[src/rtl/csrle_pkg.sv]
// Shared types and constants for the chart scanline run-length decoder.
`timescale 1ns / 1ps

package csrle_pkg;

  localparam int unsigned MAX_WIDTH = 16384;
  localparam int unsigned MAX_LINES = 16384;

  localparam int unsigned ADDR_W = 4;
  localparam int unsigned DATA_W = 32;

  // Register index, taken from paddr[3:2]
  localparam logic [1:0] REG_COLOR_SIZE = 2'd0;
  localparam logic [1:0] REG_LINE_WIDTH = 2'd1;
  localparam logic [1:0] REG_LINE_COUNT = 2'd2;
  localparam logic [1:0] REG_OBFUSCATED = 2'd3;

  // Result status codes
  localparam logic [1:0] ST_OK       = 2'd0;
  localparam logic [1:0] ST_MISMATCH = 2'd1;
  localparam logic [1:0] ST_RANGE    = 2'd2;

  localparam logic [7:0] OBF_OFFSET = 8'd9;

  typedef struct packed {
    logic [6:0]  run_value;
    logic [14:0] run_length;
    logic        line_end;
    logic [1:0]  status;
    logic [13:0] line_number;
  } run_t;

endpackage

[src/rtl/chart_scanline_rle_decoder_core.sv]
// Top level: chart scanline run-length decoder with APB register port.
//
// Usage:
//   Compressed raster bytes enter on data_byte with data_valid/data_stall; a
//   byte transfers at a clock edge with data_valid high and data_stall low.
//   Decoded runs leave on run_value/run_length/line_end/status/line_number
//   with run_valid/run_stall, same transfer rule. A byte yields zero or one
//   run: line markers and run or count bytes with more count bytes to follow
//   yield none, the line terminator yields a pad run, a bad marker yields one
//   flagged result and the bytes up to the next terminator are dropped.
//   A run is registered in the output register, or in the skid register when
//   run_stall holds. Throughput: one byte per cycle while data_stall is low;
//   the decode of each byte is a single pass of shifts, masks and a compare
//   against the line state. When run_stall holds, one more result lands in a
//   skid register and data_stall rises with it; it falls once the skid drains.
//   data_stall is a register, so there is no path from run_stall to it.
//   Reset (rst, synchronous) restores the register defaults and starts at
//   line 0 expecting a line marker; no results are pending afterwards.
//   Registers are to be written only while no byte is in flight; the block does not enforce it.
`timescale 1ns / 1ps

module chart_scanline_rle_decoder_core (
  input  logic                           clk,
  input  logic                           rst,
  input  logic                           psel,
  input  logic                           penable,
  input  logic                           pwrite,
  input  logic [csrle_pkg::ADDR_W-1:0]   paddr,
  input  logic [csrle_pkg::DATA_W-1:0]   pwdata,
  output logic [csrle_pkg::DATA_W-1:0]   prdata,
  output logic                           pready,
  input  logic                           data_valid,
  output logic                           data_stall,
  input  logic [7:0]                     data_byte,
  output logic                           run_valid,
  input  logic                           run_stall,
  output logic [6:0]                     run_value,
  output logic [14:0]                    run_length,
  output logic                           line_end,
  output logic [1:0]                     status,
  output logic [13:0]                    line_number
);
  import csrle_pkg::*;

  typedef enum logic [1:0] {
    PH_MARKER,
    PH_RUN,
    PH_CONT,
    PH_DISCARD
  } phase_t;

  localparam logic [14:0] WIDTH_LIM = 15'(MAX_WIDTH);
  localparam logic [14:0] LINES_LIM = 15'(MAX_LINES);

  // configuration
  logic [2:0]  color_size;
  logic [14:0] line_width;
  logic [14:0] line_count;
  logic        obfuscated_mode;

  // decode state
  phase_t      phase, phase_next;
  logic [15:0] marker_accum, marker_accum_next;
  logic [6:0]  run_value_hold, run_value_hold_next;
  logic [14:0] run_count_accum, run_count_accum_next;
  logic [14:0] pixel_position, pixel_position_next;
  logic [13:0] line_index, line_index_next;

  // output register and skid
  run_t        out_q, skid_q, res;
  logic        skid_valid;
  logic        res_valid;

  logic        wr_en;
  logic        accept;
  logic        out_free;
  logic [7:0]  b;
  logic [2:0]  sh;
  logic [14:0] eff_width, eff_lines, remain;
  logic [22:0] marker_sum;
  logic [21:0] count_sum;
  logic [6:0]  vmask, cmask;
  logic [15:0] len_full;
  logic [14:0] emit_len;
  logic [14:0] line_inc;

  assign pready = 1'b1;
  assign wr_en  = psel && penable && pwrite && pready;

  always_comb begin
    prdata = '0;
    unique case (paddr[3:2])
      REG_COLOR_SIZE: prdata = DATA_W'(color_size);
      REG_LINE_WIDTH: prdata = DATA_W'(line_width);
      REG_LINE_COUNT: prdata = DATA_W'(line_count);
      REG_OBFUSCATED: prdata = DATA_W'(obfuscated_mode);
      default:        prdata = '0;
    endcase
  end

  assign accept     = data_valid && !data_stall;
  assign data_stall = skid_valid;
  assign out_free   = !run_valid || !run_stall;

  always_comb begin
    b         = obfuscated_mode ? (data_byte - OBF_OFFSET) : data_byte;
    sh        = 3'd7 - color_size;
    vmask     = 7'h7f >> sh;
    cmask     = ~(7'(7'h7f << sh));
    eff_width = (line_width > WIDTH_LIM) ? WIDTH_LIM : line_width;
    eff_lines = (line_count > LINES_LIM) ? LINES_LIM : line_count;
    remain    = (pixel_position < eff_width) ? (eff_width - pixel_position) : 15'd0;
    line_inc  = {1'b0, line_index} + 15'd1;

    marker_sum = {marker_accum, 7'b0} + 23'(b[6:0]);
    count_sum  = {run_count_accum, 7'b0} + 22'(b[6:0]);

    phase_next           = phase;
    marker_accum_next    = marker_accum;
    run_value_hold_next  = run_value_hold;
    run_count_accum_next = run_count_accum;
    pixel_position_next  = pixel_position;
    line_index_next      = line_index;
    res_valid            = 1'b0;
    res.run_value        = '0;
    res.run_length       = '0;
    res.line_end         = 1'b0;
    res.status           = ST_OK;
    res.line_number      = line_index;

    unique case (phase)
      PH_MARKER: begin
        // leading zeros of a marker are skipped after line 0
        if (!(line_index != '0 && marker_accum == '0 && b == '0)) begin
          marker_accum_next = (|marker_sum[22:16]) ? 16'hffff : marker_sum[15:0];
          if (!b[7]) begin
            if ({1'b0, line_index} >= eff_lines) begin
              res_valid    = 1'b1;
              res.line_end = 1'b1;
              res.status   = ST_RANGE;
              phase_next   = PH_DISCARD;
            end else if (marker_accum_next != {2'b0, line_index} &&
                         marker_accum_next != {1'b0, line_inc}) begin
              res_valid    = 1'b1;
              res.line_end = 1'b1;
              res.status   = ST_MISMATCH;
              phase_next   = PH_DISCARD;
            end else begin
              phase_next          = PH_RUN;
              pixel_position_next = '0;
            end
          end
        end
      end
      PH_DISCARD: begin
        if (b == '0) begin
          line_index_next     = line_index + 14'd1;
          phase_next          = PH_MARKER;
          marker_accum_next   = '0;
          pixel_position_next = '0;
        end
      end
      PH_RUN: begin
        if (b == '0) begin
          // line terminator: pad the rest of the line
          res_valid           = 1'b1;
          res.run_length      = remain;
          res.line_end        = 1'b1;
          line_index_next     = line_index + 14'd1;
          phase_next          = PH_MARKER;
          marker_accum_next   = '0;
          pixel_position_next = '0;
        end else begin
          run_value_hold_next  = (b[6:0] >> sh) & vmask;
          run_count_accum_next = 15'(b[6:0] & cmask);
          if (b[7]) phase_next = PH_CONT;
        end
      end
      PH_CONT: begin
        run_count_accum_next = (|count_sum[21:15]) ? 15'h7fff : count_sum[14:0];
      end
      default: ;
    endcase

    // run emission shared by a short run byte and the last count byte
    len_full = {1'b0, run_count_accum_next} + 16'd1;
    emit_len = (len_full > {1'b0, remain}) ? remain : len_full[14:0];
    if ((phase == PH_RUN && b != '0 && !b[7]) || (phase == PH_CONT && !b[7])) begin
      res_valid           = 1'b1;
      res.run_value       = run_value_hold_next;
      res.run_length      = emit_len;
      pixel_position_next = pixel_position + emit_len;
      phase_next          = PH_RUN;
    end
  end

  always_ff @(posedge clk) begin
    if (rst) begin
      color_size      <= 3'd7;
      line_width      <= WIDTH_LIM;
      line_count      <= LINES_LIM;
      obfuscated_mode <= 1'b0;
      phase           <= PH_MARKER;
      marker_accum    <= '0;
      run_value_hold  <= '0;
      run_count_accum <= '0;
      pixel_position  <= '0;
      line_index      <= '0;
      run_valid       <= 1'b0;
      skid_valid      <= 1'b0;
    end else begin
      if (wr_en) begin
        unique case (paddr[3:2])
          REG_COLOR_SIZE: color_size      <= pwdata[2:0];
          REG_LINE_WIDTH: line_width      <= pwdata[14:0];
          REG_LINE_COUNT: line_count      <= pwdata[14:0];
          REG_OBFUSCATED: obfuscated_mode <= pwdata[0];
          default: ;
        endcase
      end
      if (accept) begin
        phase           <= phase_next;
        marker_accum    <= marker_accum_next;
        run_value_hold  <= run_value_hold_next;
        run_count_accum <= run_count_accum_next;
        pixel_position  <= pixel_position_next;
        line_index      <= line_index_next;
      end
      if (skid_valid) begin
        if (out_free) begin
          out_q      <= skid_q;
          run_valid  <= 1'b1;
          skid_valid <= 1'b0;
        end
      end else if (accept && res_valid) begin
        if (out_free) begin
          out_q     <= res;
          run_valid <= 1'b1;
        end else begin
          skid_q     <= res;
          skid_valid <= 1'b1;
        end
      end else if (out_free) begin
        run_valid <= 1'b0;
      end
    end
  end

  assign run_value   = out_q.run_value;
  assign run_length  = out_q.run_length;
  assign line_end    = out_q.line_end;
  assign status      = out_q.status;
  assign line_number = out_q.line_number;

  // skid only fills behind a held output
  a_skid_behind_out: assert property (@(posedge clk) disable iff (rst)
    skid_valid |-> run_valid)
    else $error("skid register full while output register empty");

  // flagged results carry no pixels and close the line
  a_flag_shape: assert property (@(posedge clk) disable iff (rst)
    (run_valid && status != ST_OK) |->
      (line_end && run_length == '0 && run_value == '0))
    else $error("flagged result with pixels or without line end");

  // no run is longer than the widest line
  a_len_bound: assert property (@(posedge clk) disable iff (rst)
    run_valid |-> (run_length <= WIDTH_LIM))
    else $error("run length beyond line width limit");

  // a held skid register drains once run_stall is low
  a_skid_drain: assert property (@(posedge clk) disable iff (rst)
    (skid_valid && !run_stall) |=> !skid_valid)
    else $error("skid register did not drain");

endmodule
[config.mk]
export PLATFORM = sky130hd
export DESIGN_NAME = chart_scanline_rle_decoder_core
export DESIGN_NICKNAME = d
export VERILOG_FILES = /design/src/rtl/csrle_pkg.sv /design/src/rtl/chart_scanline_rle_decoder_core.sv
export SDC_FILE = /design/constraint.sdc
export NUM_CORES = 1
export LEC_CHECK = 0
export BUFFER_PORTS_ARGS = -buffer_cell sky130_fd_sc_hd__buf_2
export CORE_MARGIN = 2
export CORE_UTILIZATION = 60
export DETAILED_ROUTE_END_ITERATION = 8
export GPL_TIMING_DRIVEN = 0
export PLACE_DENSITY = 0.93
export SLEW_MARGIN = 30
export SYNTH_ARGS = -nofsm -noshare
export SYNTH_HDL_FRONTEND = slang
export SYNTH_SLANG_ARGS = --single-unit
[constraint.sdc]
create_clock -name clk -period 16.71 [get_ports clk]
set_input_delay 0.8355 -clock clk [delete_from_list [all_inputs] [get_ports clk]]
set_output_delay 0.8355 -clock clk [all_outputs]
set_load 0.005 [all_outputs]
==> results.sh <==
export IMPL_die_area_um2=21300
export IMPL_startpoint_type="input port"
export IMPL_cts_buffers=17
export IMPL_yosysMostFrequentCell="nand2_1"
export IMPL_path_clk_slew_ns=0.08
export IMPL_tns_ns=0
export IMPL_rr_worst_depth=35
export IMPL_htreeDepth=4
export IMPL_holdWs_ns=0.484
export IMPL_clk_latency_ns=0.45
export IMPL_synthesis_area_um2=12100
export IMPL_n_antenna_cell=0
export IMPL_ys_async_sr_fraction_pct=0
export IMPL_place_port_buffers=83
export IMPL_cts_tree="done"
export IMPL_grt_use_total_pct=33.2
export IMPL_synthCells=1395
export IMPL_cap_viol_max_count=0
export IMPL_netlist_area_leader_share_pct=19.4
export IMPL_synth_edf_count=78
export IMPL_ir_worst_vdd_mv=0.0869
export IMPL_regToRegSetupSlack_ns=7.60
export IMPL_drtAntennaViolNets=0
export IMPL_grt_pass1_wl_um=56500
export IMPL_p_leak_uw=0.00527
export IMPL_syn_to_final_growth_pct=12.6
export IMPL_critical_path_buf_inv_count=8
export IMPL_stdcell_count=1803
export IMPL_worstSetupEndpointType="flop"
export IMPL_initial_utilization_pct=61.6
export IMPL_ys_seq_area_share_pct=36.8
export IMPL_antenna_found_initial=0
export IMPL_cts_setup_buffers=0
export IMPL_cts_resized=0
export IMPL_skew_ns=0.0113
export IMPL_fin_crit_sh_pct=55.1
export IMPL_ys_ff_latch=183
export IMPL_wirelength_um=35300
export IMPL_slew_headroom_pct=36.6
export IMPL_slowest_delay_ns=0.57
export IMPL_worstSetupPathType="in -> reg"
export IMPL_min_path_type="reg -> reg"
export IMPL_num_vias=11400
export IMPL_critPathTopFamily="compound AO/OA/AOI/OAI gates"
export IMPL_nets=1647
export IMPL_cts_max_path_buffers=2
export IMPL_powerDensity_nw_per_um2=119
export IMPL_grt_pass1_vias=10800
export IMPL_rows=51
export IMPL_worstReg2RegStart="obfuscated_mode"
export IMPL_finalInstanceArea_um2=13600
export IMPL_crit_arrival_ns=9.53
export IMPL_synthFlopType="dfxtp_1"
export IMPL_place_area_um2=13000
export IMPL_hp_start="pixel_position[5]"
export IMPL_cp_max_fo=10
export IMPL_setup_viol=0
export IMPL_fillerInstances=1551
export IMPL_drive_above_1_share_pct=14.4
export IMPL_gp_congestion=0.965
export IMPL_worst_slew_pin_transition_ns=0.944
export IMPL_dp_cells=1771
export IMPL_max_freq_mhz=109
export IMPL_power_uw=1620
export IMPL_ioPinCount=125
export IMPL_synth_area_leader_cell="edfxtp_1"
export IMPL_min_period_ns=9.21
export IMPL_hold_violations=0
export IMPL_crit_required_ns=17.03
export IMPL_drc_errors=0
export IMPL_crit_top_cell="inv_1"
export IMPL_r2r_end="pixel_position[14]"
export IMPL_drt_iter0_markers=1290
export IMPL_dp_hpwl_um=26800
export IMPL_ctsHoldBuffers=0
export IMPL_via_per_inst=6.31
export IMPL_grt_max_degree=21
export IMPL_dr_pass1_iters=6
export IMPL_slew_viol_final=0
export IMPL_clkSinkCount=183
export IMPL_synth_cell_types=93
export IMPL_grt_setup_unrepaired="no"
export IMPL_cp_slowest_cell="o21ai_0"
export IMPL_clockRootBuffer="clkbuf_16"
export IMPL_synth_top_cells_by_area="edfxtp_1 (19%), dfxtp_1 (17%), ha_1 (7.1%), nand2_1 (5.9%), a21oi_1 (5.1%)"
export IMPL_die_w_um=146
export IMPL_avgSynthCellArea_um2=8.66
export IMPL_gr_total_overflow=0
export IMPL_wl_per_cell_um=19.6
export IMPL_ys_top_cells_by_count="nand2_1 (189), a21oi_1 (124), nor2_1 (113)"
export IMPL_min_delay_path_depth=2
export IMPL_core_um2=19600
export IMPL_die_h_um=146
export IMPL_min_to="pixel_position[5]"
export IMPL_yosys_warnings=0
export IMPL_status="complete, no violations"
[registers in the layout, summed over array words and instances (netlist names), 2 cells and up]
| register | count |
|---|---|
| skid_q | 39 |
| marker_accum | 16 |
| line_count | 15 |
| line_width | 15 |
| pixel_position | 15 |
| run_count_accum | 15 |
| run_length | 15 |
| line_index | 14 |
| line_number | 14 |
| run_value | 7 |
| run_value_hold | 7 |
| color_size | 3 |
| phase | 2 |
| status | 2 |
[layout make-up]
| class | instances | area (µm²) | share of cell area (%) |
|---|---|---|---|
| Buffer | 99 | 455 | 3.35 |
| Clock inverter | 14 | 173 | 1.27 |
| Inverter | 46 | 173 | 1.27 |
| Clock buffer | 18 | 450 | 3.31 |
| Multi-Input combinational cell | 1083 | 7080 | 52.0 |
| Timing Repair Buffer | 95 | 497 | 3.65 |
| Tap cell | 265 | 332 | 2.44 |
| Sequential cell | 183 | 4440 | 32.7 |
[through the flow]
step | worst slack, ns | utilization [%]
2_1_floorplan | 8.83 | -
5_1_grt | 6.93 | 69.4
3_5_place_dp | 7.26 | 66.3
6_report | 7.50 | 69.4
4_1_cts | 7.70 | 69.4
3_3_place_gp | 5.92 | 65.8
[worst min-delay path: cells and delay by family (launching register included)]
| kind | cells | cell delay (ns) |
|---|---|---|
| AOI/OAI and AO/OA | 1 | 0.05 |
| DFF | 1 | 0.33 |
| and+or+nand+nor | 1 | 0.06 |
[how the worst max path moves through the flow]
stage                             from                 end  slack, ns  cells past startpoint
after detailed placement  data_byte[0]  pixel_position[14]       7.26                     37
after global routing      data_byte[0]  pixel_position[14]       6.93                     37
final                     data_byte[0]  pixel_position[14]       7.50                     37
after global placement    data_byte[0]          skid_q[10]       5.92                     13
after floorplan           data_byte[0]  pixel_position[14]       8.83                     36
after CTS                 data_byte[0]  pixel_position[14]       7.70                     37
[kinds of logic after synthesis]
family,after synthesis,synth area share (%)
buffers and inverters,145,5.20
AND/OR/NAND/NOR,513,20.4
flip-flops,183,36.8
multiplexers,38,3.66
AO/OA/AOI/OAI,359,20.1
adder cells (fa/ha/maj),71,7.48
XOR/XNOR,84,6.27
other,2,0.0622
[metal layers]
metal	vias to the layer above	global-route usage, %	wire length (µm)
met2	613	53.9	16400
met5	-	0	0
met4	0	12.2	1000
met1	5397	45.2	14600
li1	5274	-	-
met3	85	4.83	3250
[cells in the final DEF (no fill, tap or decap), types with 11 or more instances in the layout]
master	n
a211oi_1	22
a21o_1	14
a21oi_1	124
a22o_1	15
buf_2	92
buf_4	25
clkbuf_1	73
clkbuf_16	18
conb_1	18
dfxtp_1	105
edfxtp_1	78
ha_1	69
inv_1	46
mux2_2	29
nand2_1	189
nand2b_1	11
nand3_1	37
nand4_1	14
nor2_1	113
nor2b_1	30
nor3_1	43
nor4_1	15
o21ai_0	59
o21ai_1	17
o31ai_1	11
or3_1	12
xnor2_1	48
xor2_1	34
[power breakdown]
group	leakage, µW	switching, µW	internal (µW)	total (µW)
logic	0.00339	430	241	671
clock network	0.000303	212	212	424
registers	0.00158	26.2	502	528
No activity file was read; power rests on OpenSTA's default activity.
